## src/rtl/core/ccs_pkg.sv

```systemverilog
// Package for the C comment stripper: character codes, scan modes and the
// result bundle passed from the scanner to the output queue.
// Depends on nothing.
package ccs_pkg;

    localparam logic [7:0] CH_NEWLINE    = 8'd10;
    localparam logic [7:0] CH_QUOTE      = 8'd34;
    localparam logic [7:0] CH_APOSTROPHE = 8'd39;
    localparam logic [7:0] CH_STAR       = 8'd42;
    localparam logic [7:0] CH_SLASH      = 8'd47;
    localparam logic [7:0] CH_BACKSLASH  = 8'd92;

    localparam logic CMD_BYTE = 1'b0;
    localparam logic CMD_END  = 1'b1;

    typedef enum logic [1:0] {
        MODE_CODE   = 2'd0,
        MODE_STRING = 2'd1,
        MODE_LINE   = 2'd2,
        MODE_BLOCK  = 2'd3
    } scan_mode_t;

    // Results caused by one item: count is 0, 1 or 2; byte_a goes out first.
    typedef struct packed {
        logic [1:0] count;
        logic [7:0] byte_a;
        logic [7:0] byte_b;
    } res_bundle_t;

    function automatic logic is_escaper(input logic [7:0] b);
        is_escaper = (b == CH_BACKSLASH) || (b == CH_APOSTROPHE);
    endfunction

endpackage

```

## src/rtl/core/c_comment_stripper.sv

```systemverilog
// Top level of the C comment stripper: stream ports, scanner and a two-deep
// queue of result bundles. Depends on ccs_pkg and ccs_scan.
//
//  channel | direction | tdata          | tuser       | tlast
//  s_      | in        | [7:0] in_byte  | [0] command | -
//  m_      | out       | [7:0] out_byte | -           | last_of_run
//
// An item is scanned in the cycle it is accepted; its results are registered in
// the head bundle, or in the skid bundle behind a busy head, and leave one byte per cycle while m_ is not stalled.
// One item per cycle is sustained while m_ is not stalled and each item gives at most one result;
// an item that gives two results holds the output until both bytes are taken.
// s_tready falls only when the second bundle slot is taken, which happens when
// m_ is stalled or when the head bundle still holds two bytes.
// aresetn is synchronous and active low; it clears the scan state and queue.
module c_comment_stripper (
    input  logic       aclk,
    input  logic       aresetn,
    input  logic       s_tvalid,
    output logic       s_tready,
    input  logic [7:0] s_tdata,   // [7:0] in_byte
    input  logic [0:0] s_tuser,   // [0] command
    output logic       m_tvalid,
    input  logic       m_tready,
    output logic [7:0] m_tdata,   // [7:0] out_byte
    output logic       m_tlast
);
    import ccs_pkg::*;

    res_bundle_t step_res;
    logic        accept;
    logic        push;

    res_bundle_t head_reg, head_next;
    logic        head_vld_reg, head_vld_next;
    res_bundle_t skid_reg, skid_next;
    logic        skid_vld_reg, skid_vld_next;
    logic        pop_byte;
    logic        pop_done;

    assign s_tready = !skid_vld_reg;
    assign accept   = s_tvalid && s_tready;

    ccs_scan u_scan (
        .aclk    (aclk),
        .aresetn (aresetn),
        .step_en (accept),
        .command (s_tuser[0]),
        .in_byte (s_tdata),
        .result  (step_res)
    );

    assign push     = accept && (step_res.count != 2'd0);
    assign pop_byte = head_vld_reg && m_tready;
    assign pop_done = pop_byte && (head_reg.count != 2'd2);

    // Output stage: head bundle drives the port, skid bundle waits behind it.
    assign m_tvalid = head_vld_reg;
    assign m_tdata  = head_reg.byte_a;
    assign m_tlast  = (head_reg.count != 2'd2);

    // Queue update.
    always_comb begin
        head_next     = head_reg;
        head_vld_next = head_vld_reg;
        skid_next     = skid_reg;
        skid_vld_next = skid_vld_reg;
        if (!head_vld_reg || pop_done) begin
            if (skid_vld_reg) begin
                head_next     = skid_reg;
                head_vld_next = 1'b1;
                skid_next     = step_res;
                skid_vld_next = push;
            end else begin
                head_next     = step_res;
                head_vld_next = push;
            end
        end else begin
            if (pop_byte) begin
                head_next.count  = 2'd1;
                head_next.byte_a = head_reg.byte_b;
            end
            if (push) begin
                skid_next     = step_res;
                skid_vld_next = 1'b1;
            end
        end
    end

    always_ff @(posedge aclk) begin
        if (!aresetn) begin
            head_vld_reg <= 1'b0;
            skid_vld_reg <= 1'b0;
        end else begin
            head_vld_reg <= head_vld_next;
            skid_vld_reg <= skid_vld_next;
        end
    end

    always_ff @(posedge aclk) begin
        head_reg <= head_next;
        skid_reg <= skid_next;
    end

endmodule

```

## src/rtl/core/ccs_scan.sv

```systemverilog
// Per-byte scanner of the comment stripper: holds the scan state and works
// out the results caused by one item. Depends on ccs_pkg.
module ccs_scan (
    input  logic                 aclk,
    input  logic                 aresetn,
    input  logic                 step_en,
    input  logic                 command,
    input  logic [7:0]           in_byte,
    output ccs_pkg::res_bundle_t result
);
    import ccs_pkg::*;

    scan_mode_t mode_reg, mode_next;
    logic       slash_reg, slash_next;
    logic       star_reg, star_next;
    logic       esc_reg, esc_next;

    // Next state of the scanner.
    always_comb begin
        mode_next  = mode_reg;
        slash_next = slash_reg;
        star_next  = star_reg;
        esc_next   = esc_reg;
        if (command == CMD_END) begin
            mode_next  = MODE_CODE;
            slash_next = 1'b0;
            star_next  = 1'b0;
            esc_next   = 1'b0;
        end else begin
            case (mode_reg)
                MODE_BLOCK: begin
                    if (in_byte == CH_STAR) begin
                        star_next = 1'b1;
                    end else if (in_byte == CH_SLASH && star_reg) begin
                        mode_next = MODE_CODE;
                        star_next = 1'b0;
                        esc_next  = 1'b0;
                    end else begin
                        star_next = 1'b0;
                    end
                end
                MODE_LINE: begin
                    if (in_byte == CH_NEWLINE) begin
                        mode_next = MODE_CODE;
                        esc_next  = 1'b0;
                    end
                end
                MODE_STRING: begin
                    if (in_byte == CH_NEWLINE) begin
                        mode_next = MODE_CODE;
                        esc_next  = 1'b0;
                    end else begin
                        if (in_byte == CH_QUOTE && !esc_reg) begin
                            mode_next = MODE_CODE;
                        end
                        esc_next = is_escaper(in_byte);
                    end
                end
                default: begin
                    slash_next = 1'b0;
                    if (slash_reg && in_byte == CH_SLASH) begin
                        mode_next = MODE_LINE;
                        esc_next  = 1'b0;
                    end else if (slash_reg && in_byte == CH_STAR) begin
                        mode_next = MODE_BLOCK;
                        star_next = 1'b0;
                        esc_next  = 1'b0;
                    end else if (in_byte == CH_SLASH) begin
                        slash_next = 1'b1;
                        esc_next   = 1'b0;
                    end else if (in_byte == CH_NEWLINE) begin
                        esc_next = 1'b0;
                    end else begin
                        // A flushed slash clears the escape marker first.
                        if (in_byte == CH_QUOTE && !(esc_reg && !slash_reg)) begin
                            mode_next = MODE_STRING;
                        end
                        esc_next = is_escaper(in_byte);
                    end
                end
            endcase
        end
    end

    // Results caused by the item.
    always_comb begin
        result.count  = 2'd0;
        result.byte_a = in_byte;
        result.byte_b = in_byte;
        if (command == CMD_END) begin
            result.byte_a = CH_SLASH;
            result.count  = slash_reg ? 2'd1 : 2'd0;
        end else begin
            case (mode_reg)
                MODE_BLOCK, MODE_LINE: begin
                    if (in_byte == CH_NEWLINE) begin
                        result.count = 2'd1;
                    end
                end
                MODE_STRING: begin
                    result.count = 2'd1;
                end
                default: begin
                    if (slash_reg) begin
                        if (in_byte != CH_SLASH && in_byte != CH_STAR) begin
                            result.byte_a = CH_SLASH;
                            result.count  = 2'd2;
                        end
                    end else if (in_byte != CH_SLASH) begin
                        result.count = 2'd1;
                    end
                end
            endcase
        end
    end

    // State registers, advanced once per accepted item.
    always_ff @(posedge aclk) begin
        if (!aresetn) begin
            mode_reg  <= MODE_CODE;
            slash_reg <= 1'b0;
            star_reg  <= 1'b0;
            esc_reg   <= 1'b0;
        end else if (step_en) begin
            mode_reg  <= mode_next;
            slash_reg <= slash_next;
            star_reg  <= star_next;
            esc_reg   <= esc_next;
        end
    end

endmodule

```

## config.mk

```make
export PLATFORM = sky130hd
export DESIGN_NAME = c_comment_stripper
export DESIGN_NICKNAME = d
export VERILOG_FILES = /design/src/rtl/core/ccs_pkg.sv /design/src/rtl/core/c_comment_stripper.sv /design/src/rtl/core/ccs_scan.sv
export SDC_FILE = /design/constraint.sdc
export NUM_CORES = 1
export LEC_CHECK = 0
export BUFFER_PORTS_ARGS = -buffer_cell sky130_fd_sc_hd__buf_2
export CAP_MARGIN = 20
export CORE_MARGIN = 2
export CORE_UTILIZATION = 52
export DETAILED_ROUTE_END_ITERATION = 7
export PLACE_DENSITY_LB_ADDON = 0.2
export SLEW_MARGIN = 20
export SYNTH_ARGS = -nofsm -noshare
export SYNTH_HDL_FRONTEND = slang
export SYNTH_SLANG_ARGS = --single-unit
export TNS_END_PERCENT = 100
```

## constraint.sdc

```tcl
create_clock -name aclk -period 2.51 [get_ports aclk]
set_clock_uncertainty 0.2 [all_clocks]
set_input_delay 0.1255 -clock aclk [delete_from_list [all_inputs] [get_ports aclk]]
set_output_delay 0.1255 -clock aclk [all_outputs]
set_load 0.01 [all_outputs]
```

==> metrics.txt, run 1 <==
critical path, cell by cell dlygate4sd3_1 > buf_2 > nor4b_4 > a41oi_1 > o21ai_1 > o211ai_1 > o21ai_2 > buf_4; Num CTS Buffers 5; FF+latch count, synth 43; port buffer count 23; Synth cell types 42; Yosys warnings 0; Synth Area in Compound Gates 12.7%; multiplexer area fraction after synthesis 6.33%; final setup fails 0; syn_nets 213; Fill cells 339; antenna-violating nets left 0; synthesized-area fraction occupied by adder cells 2.28%; CTS root buf clkbuf_8; async set-reset flop share out of synthesis 0%; Reg2Reg Capture Point u_scan.mode_reg[0]; Max-cap violations 0; Critical Path RT 2290 ps; DR vias/cell 5.75; FMAX 415 MHz; unrepaired setup endpoints after global routing false; synthesized area 0.00219 mm2; non-filler cells, final 275; first-pass iteration count of the detailed router 4; Hold Crit Start s_tvalid; max reg flops 18; Clk pin slew, worst setup/hold paths 80 ps; most frequent cells in the layout edfxtp_1 (36), buf_2 (23), nand2_1 (16); Max Buffers Root-to-Sink 2; Primary FF master, synth edfxtp_1; peak supply drop 0.273 mV; post-route setup slack 98.3 ps; pre-CTS setup slack 336 ps; Nets 241; outcome complete, no violations; post-layout minimum cycle time 2410 ps; Slew Limit Fails 0; CP max stage cell dlygate4sd3_1; commonest non-fill, non-tap cell in the layout edfxtp_1; CP Launch Type input pin; post-synthesis instance total 196; main combinational cell family by area after synthesis simple AND/OR/NAND/NOR gates; r2r startpoint u_scan.mode_reg[0]; layout cell share with drive strength beyond 1 22.7%; Worst R2R Setup Slack 410 ps; Crit path largest cell delay 530 ps; final instance area 0.00252 mm2; worst slew pin tran 460 ps; DP Wirelength 2970 um; row count 23; Worst-Skew Late Latency 290 ps; Hold/Removal Path Class in2reg; I/O Pins 24; Max H-tree Level 2; Worst Path Arrival 2190 ps; XOR/XNOR share of the synthesized area 0%; Post-Route WL 4220 um; simple-gate share of the synthesized area 17.0%; CP Capture Type flop; Core Area 0.00403 mm2; CTS sink cnt 43; Post-DP Area 0.00230 mm2; Synth-to-Final Area Change 15.1%; WP buf/inv 3; CTS tree done; Slew headroom 69.3%; Routed WL per cell 15.3 um; Largest delay share family, worst path buffers and inverters; critical path type in2reg; Die Y 68.9 um; Hold Crit Endpoint skid_vld_reg; Fin Setup TNS 0 ps; final period utilization 96.1%; initial antenna violation count 0; reg2reg path depth 7; global-route wire length before repair 6840 um; leakage power 0.957 nW; die width 68.9 um; largest net degree at the start of global routing 19; Congestion Overflow GR 0; DIE AREA 0.00475 mm2; All-Layer GR Usage 20.0%; Inst Count DP 256; RD Place Congestion 0.876; diode count 0; pwr dens 594 mW/mm2; DR vias 1582; Mean Syn Cell Area 11.2 um2; CP Max Fanout 18; drt initial violations 150; Final Hold Vio Count 0; Residual DRC 0; EDFF count, synth 36; vias in the first global route 1414; Starting Density 54.4%; Hold Path Stages 3; register area share after synthesis 55.7%
[cells in the mapped netlist, drive strengths merged, types with 6 or more instances]
library cell | n | area share [%]
mux2 | 7 | 3.6
inv | 7 | 1.2
and2 | 6 | 1.7
o21ai | 11 | 2.5
mux2i | 6 | 2.7
nand2b | 6 | 1.7
edfxtp | 36 | 49
clkbuf | 8 | 1.4
buf | 9 | 3.3
nor2 | 14 | 2.4
dfxtp | 7 | 6.4
nand2 | 16 | 2.7
a21oi | 14 | 3.2
nand3 | 8 | 1.8
[how the worst max path moves through the flow]
stage | startpoint | to | slack (ps) | depth (start not counted)
after floorplan | head_reg[17] | skid_reg[0] | 110 | 8
after global placement | s_tdata[7] | skid_reg[6] | 360 | 7
after detailed placement | s_tdata[7] | skid_reg[7] | 340 | 7
after CTS | s_tdata[7] | skid_reg[7] | 90 | 8
after global routing | s_tdata[4] | skid_reg[6] | 20 | 8
final | s_tdata[4] | skid_reg[14] | 100 | 8
[layout make-up]
class / count / area [um2] / area share (%)
flip-flops and latches: 43 / 1220 / 48.4
multi-input cells: 128 / 847 / 33.6
repair buffers: 38 / 250 / 9.92
clock buffers: 5 / 68.8 / 2.73
well taps: 50 / 62.6 / 2.48
clock inverters: 3 / 43.8 / 1.74
inverters: 8 / 30.0 / 1.19
[timing repair]
item | in CTS | in global routing
hold endpoints to repair | 10 | 0
resized for setup | 0 | 1
hold buffers | 9 | 0
setup buffers | 0 | 2
endpoints found under the setup margin | 0 | 18
[stage by stage]
| step | util [%] | hold slack, ps | total power [mW] |
|---|---|---|---|
| final | 62.6 | 44.1 | 1.50 |
| after global routing | 62.6 | 51.2 | 1.56 |
| after CTS | 62.2 | 44.8 | 1.50 |
| after detailed placement | 57.2 | 202 | 0.971 |
| after global placement | 57.2 | 197 | 0.967 |
| after floorplan | - | 24.4 | 0.932 |
[report_power, final]
group	internal (mW)	switching [mW]	total, mW
Combinational	0.0641	0.0869	0.151
Sequential	0.807	0.00861	0.816
Clock	0.296	0.235	0.531
Total	1.17	0.330	1.50
[cell families (layout without fill, tap and decap cells)]
kind of cell	count (synthesis)	count (layout)
adder cells (fa/ha/maj)	4	4
flip-flops	43	43
AO/OA/AOI/OAI	43	43
AND/OR/NAND/NOR	68	68
multiplexers	13	13
buffers and inverters	25	54
[per-layer routing]
| layer | track usage (%) | part of all wire [%] | up-vias |
|---|---|---|---|
| li1 | - | - | 769 |
| met1 | 26.3 | 44 | 748 |
| met2 | 31.0 | 49 | 59 |
| met3 | 4.22 | 6.1 | 6 |
| met4 | 10.8 | 1.4 | 0 |
| met5 | 0 | 0 | - |
[tightest hold or removal path, cell delays in order]
cell and delay, ps:
buf_2 110, o211ai_1 150, a211oi_1 100
Note: power is estimated with default switching activity, not from simulation.
==> inputs of run 2 (changes only) <==
--- a/config.mk
+++ b/config.mk
@@ -7,6 +7,7 @@
 export LEC_CHECK = 0
 export BUFFER_PORTS_ARGS = -buffer_cell sky130_fd_sc_hd__buf_2
 export CAP_MARGIN = 20
+export CORE_ASPECT_RATIO = 1.1
 export CORE_MARGIN = 2
 export CORE_UTILIZATION = 52
 export DETAILED_ROUTE_END_ITERATION = 7
==> metrics.txt, run 2 (synthesized netlist as in run 1, its figures left out) <==
outcome complete, no violations; post-layout minimum cycle time 2370 ps; post-cts sizing count 0; most frequent cells in the layout edfxtp_1 (36), buf_2 (23), nand2_1 (16); critical path type in2reg; row count 24; worst slew pin tran 443 ps; Synth-to-Final Area Change 16.5%; CTS sink cnt 43; global-route wire length before repair 7360 um; Post-Route WL 4400 um; first-pass iteration count of the detailed router 4; Routed WL per cell 15.9 um; diode count 0; Reg power frac 51.1%; pwr dens 625 mW/mm2; Hold WS 53.9 ps; Slew headroom 70.4%; Max H-tree Level 2; Die Y 72.1 um; Switching Fraction 20.4%; CP Launch Type input pin; Inst Count DP 260; Num CTS Buffers 5; FMAX 422 MHz; leakage power 0.967 nW; Max Buffers Root-to-Sink 2; RD Place Congestion 0.930; Clk pin slew, worst setup/hold paths 80 ps; CP Capture Type flop; Fill cells 333; power share of the clock group 39.3%; die width 65.9 um; antenna-violating nets left 0; Worst-Skew Late Latency 290 ps; CP Max Fanout 14; CTS tree done; final period utilization 94.4%; Starting Density 54.9%; max reg flops 18; I/O Pins 24; non-filler cells, final 277; Max-cap violations 0; DR vias 1573; initial antenna violation count 0; Critical Path RT 2320 ps; drt initial violations 78; peak supply drop 0.340 mV; CTS root buf clkbuf_8; DIE AREA 0.00475 mm2; Util after Layout 64.0%; vias in the first global route 1473; Nets 241; All-Layer GR Usage 20.9%; largest net degree at the start of global routing 21; Hold/Removal Path Class in2reg; commonest non-fill, non-tap cell in the layout edfxtp_1; Worst Path Arrival 2180 ps; Slew Limit Fails 0; unrepaired setup endpoints after global routing false; Fin Setup TNS 0 ps; DP Wirelength 3130 um; Congestion Overflow GR 0; Internal Power 1.27 mW; Sw Pwr 325 uW; Residual DRC 0; final setup fails 0; Final Hold Vio Count 0; port buffer count 23; Core Area 0.00399 mm2; DR vias/cell 5.68; layout cell share with drive strength beyond 1 21.8%; Comb power frac 9.6%; Post-CTS Repair Setup Buffers 0
## run 2: cell types whose count changed in the layout (fill, tap and decap cells not counted), sizes merged
cell | previous run | this run
clkbuf | 5 | 6
bufinv | 1 | 2
clkinv | 3 | 1
## run 2: worst paths after layout
check,from,endpoint,slack (ps),cells past startpoint
worst max register to register,u_scan.mode_reg[1],m_tdata[1],320,6
worst min-delay path,s_tvalid,skid_vld_reg,50,3
worst min register to register,u_scan.mode_reg[0],u_scan.mode_reg[0],320,2
worst max-delay path,s_tdata[6],skid_reg[5],140,8
## run 2: cell type report
class | count | area, um2 | area share, %
Sequential cell | 43 | 1220 | 47.8
Multi-Input combinational cell | 128 | 845 | 33.0
Timing Repair Buffer | 38 | 263 | 10.3
Clock buffer | 6 | 72.6 | 2.84
Tap cell | 52 | 65.1 | 2.55
Clock inverter | 2 | 60.1 | 2.35
Inverter | 8 | 30.0 | 1.17
## run 2: repair_timing
item	in CTS	in global routing
hold buffers	9	0
endpoints found under the setup margin	0	0
endpoints found under the hold margin	11	0
## run 2: routing by layer
metal / up-vias / GRT usage, % / share of wire, %
met2: 59 / 34.7 / 49
met5: - / 0 / 0
met3: 11 / 4.50 / 6.0
met4: 0 / 7.41 / 2.0
met1: 727 / 27.0 / 42
li1: 776 / - / -
## run 2: power by group through the flow
stage                     registers [mW]  logic (mW)  clock network, mW
after detailed placement           0.833       0.142                  0
final                              0.816       0.154              0.627
after floorplan                    0.831       0.100                  0
after CTS                          0.816       0.154              0.637
after global placement             0.832       0.139                  0
after global routing               0.820       0.171              0.672
## run 2: per-stage QoR
stage	setup slack (ps)	power [mW]	area (um2)
floorplan	107	0.932	2200
global placement	405	0.971	2330
detailed placement	352	0.975	2330
CTS	138	1.61	2560
global route	32.7	1.66	2560
finish	140	1.60	2560
## run 2: worst max-delay path, stage by stage
cell	delay (ps)
dlygate4sd3_1	540
buf_2	170
nor4b_4	310
a41oi_1	180
o21ai_1	140
o211ai_1	160
o21ai_2	350
buf_12	190
==> inputs of run 3 (changes only) <==
--- a/config.mk
+++ b/config.mk
@@ -9,7 +9,7 @@
 export CAP_MARGIN = 20
 export CORE_ASPECT_RATIO = 1.1
 export CORE_MARGIN = 2
-export CORE_UTILIZATION = 52
+export CORE_UTILIZATION = 30
 export DETAILED_ROUTE_END_ITERATION = 7
 export PLACE_DENSITY_LB_ADDON = 0.2
 export SLEW_MARGIN = 20
==> metrics.txt, run 3 (synthesized netlist as in run 1, its figures left out) <==
Synth-to-Final Area Change 20.5%; most frequent cells in the layout edfxtp_1 (36), buf_2 (23), nand2_1 (16); max reg flops 18; diode count 0; Fin Setup TNS 0 ps; DR vias 1539; commonest non-fill, non-tap cell in the layout edfxtp_1; Hold/Removal Path Class in2reg; peak supply drop 0.332 mV; Final Hold Vio Count 0; final period utilization 96.0%; CTS tree done; Clk pin slew, worst setup/hold paths 80 ps; Routed WL per cell 14.6 um; critical path type in2reg; Slew headroom 69.3%; Max-cap violations 0; Congestion Overflow GR 0; layout cell share with drive strength beyond 1 23.9%; Critical Path Source s_tdata[4]; worst slew pin tran 459 ps; Num CTS Buffers 5; Die Y 93.7 um; non-filler cells, final 315; first-pass iteration count of the detailed router 4; vias in the first global route 1592; reg2reg path depth 7; CP Launch Type input pin; I/O Pins 24; final instance area 0.00264 mm2; Util after Layout 37.5%; leakage power 0.990 nW; row count 32; Post-Route WL 4590 um; DIE AREA 0.00801 mm2; CP endpoint skid_reg[7]; final setup fails 0; unrepaired setup endpoints after global routing false; drt initial violations 116; CTS root buf clkbuf_8; Reg2Reg Capture Point u_scan.mode_reg[0]; Hold WS 31.8 ps; outcome complete, no violations; CP Max Fanout 18; Slew Limit Fails 0; pwr dens 606 mW/mm2; Post-DP Area 0.00240 mm2; DP Wirelength 3240 um; Worst R2R Setup Slack 420 ps; port buffer count 23; Residual DRC 0; DR vias/cell 4.89; FMAX 415 MHz; Nets 246; r2r startpoint u_scan.mode_reg[0]; Inst Count DP 296; All-Layer GR Usage 12.5%; Max Buffers Root-to-Sink 2; RD Place Congestion 0.839; CP Capture Type flop; initial antenna violation count 0; CTS sink cnt 43; Worst Path Arrival 2260 ps; die width 85.5 um; Worst-Skew Late Latency 290 ps; Core Area 0.00705 mm2; Critical Path RT 2370 ps; antenna-violating nets left 0; Max H-tree Level 2; Starting Density 31.1%; global-route wire length before repair 7780 um; largest net degree at the start of global routing 19; post-layout minimum cycle time 2410 ps
## run 3: repair_timing
item,4_1_cts,5_1_grt
buffers inserted,0,2
endpoints found under the hold margin,11,0
hold buffers,9,0
endpoints found under the setup margin,0,18
gates resized for setup,0,1
## run 3: critical path, cell delays in order
cell and delay [ps]:
dlygate4sd3_1 530, buf_2 170, nor4b_4 420, buf_4 190, nand2_1 70, o21a_1 200, o211ai_1 270, o21ai_2 120
buf_12 170
## run 3: routing by layer
| metal | up-vias | GRT usage, % | wire, um |
|---|---|---|---|
| li1 | 780 | - | - |
| met1 | 711 | 16.2 | 2160 |
| met2 | 39 | 20.0 | 2140 |
| met3 | 9 | 3.34 | 182 |
| met4 | 0 | 4.76 | 101 |
| met5 | - | 0 | 0 |
## run 3: worst min-delay path by stage
stage	startpoint	end	slack, ps	cells past startpoint
floorplan	s_tdata[0]	skid_reg[0]	20	0
global placement	s_tdata[7]	skid_reg[7]	200	1
detailed placement	s_tdata[1]	skid_reg[1]	200	1
CTS	s_tvalid	skid_vld_reg	30	3
global route	s_tvalid	skid_vld_reg	60	3
finish	s_tvalid	skid_vld_reg	30	3
## run 3: final cells by class
class | instances | area, um2
Fill cell | 701 | 4400
Sequential cell | 43 | 1220
Tap cell | 85 | 106
Clock inverter | 2 | 60.1
Multi-Input combinational cell | 128 | 852
Timing Repair Buffer | 43 | 300
Clock buffer | 6 | 72.6
Inverter | 8 | 30.0
## run 3: per-stage QoR
| step | power (mW) | setup slack (ps) |
|---|---|---|
| finish | 1.60 | 102 |
| global route | 1.67 | 1.44 |
| CTS | 1.62 | 80.5 |
| detailed placement | 0.978 | 321 |
| global placement | 0.978 | 348 |
| floorplan | 0.932 | 107 |
## run 3: power breakdown
| part | internal, mW | switching, mW |
|---|---|---|
| clock | 0.398 | 0.232 |
| combinational | 0.0679 | 0.0897 |
| sequential | 0.807 | 0.00792 |
| total | 1.27 | 0.330 |
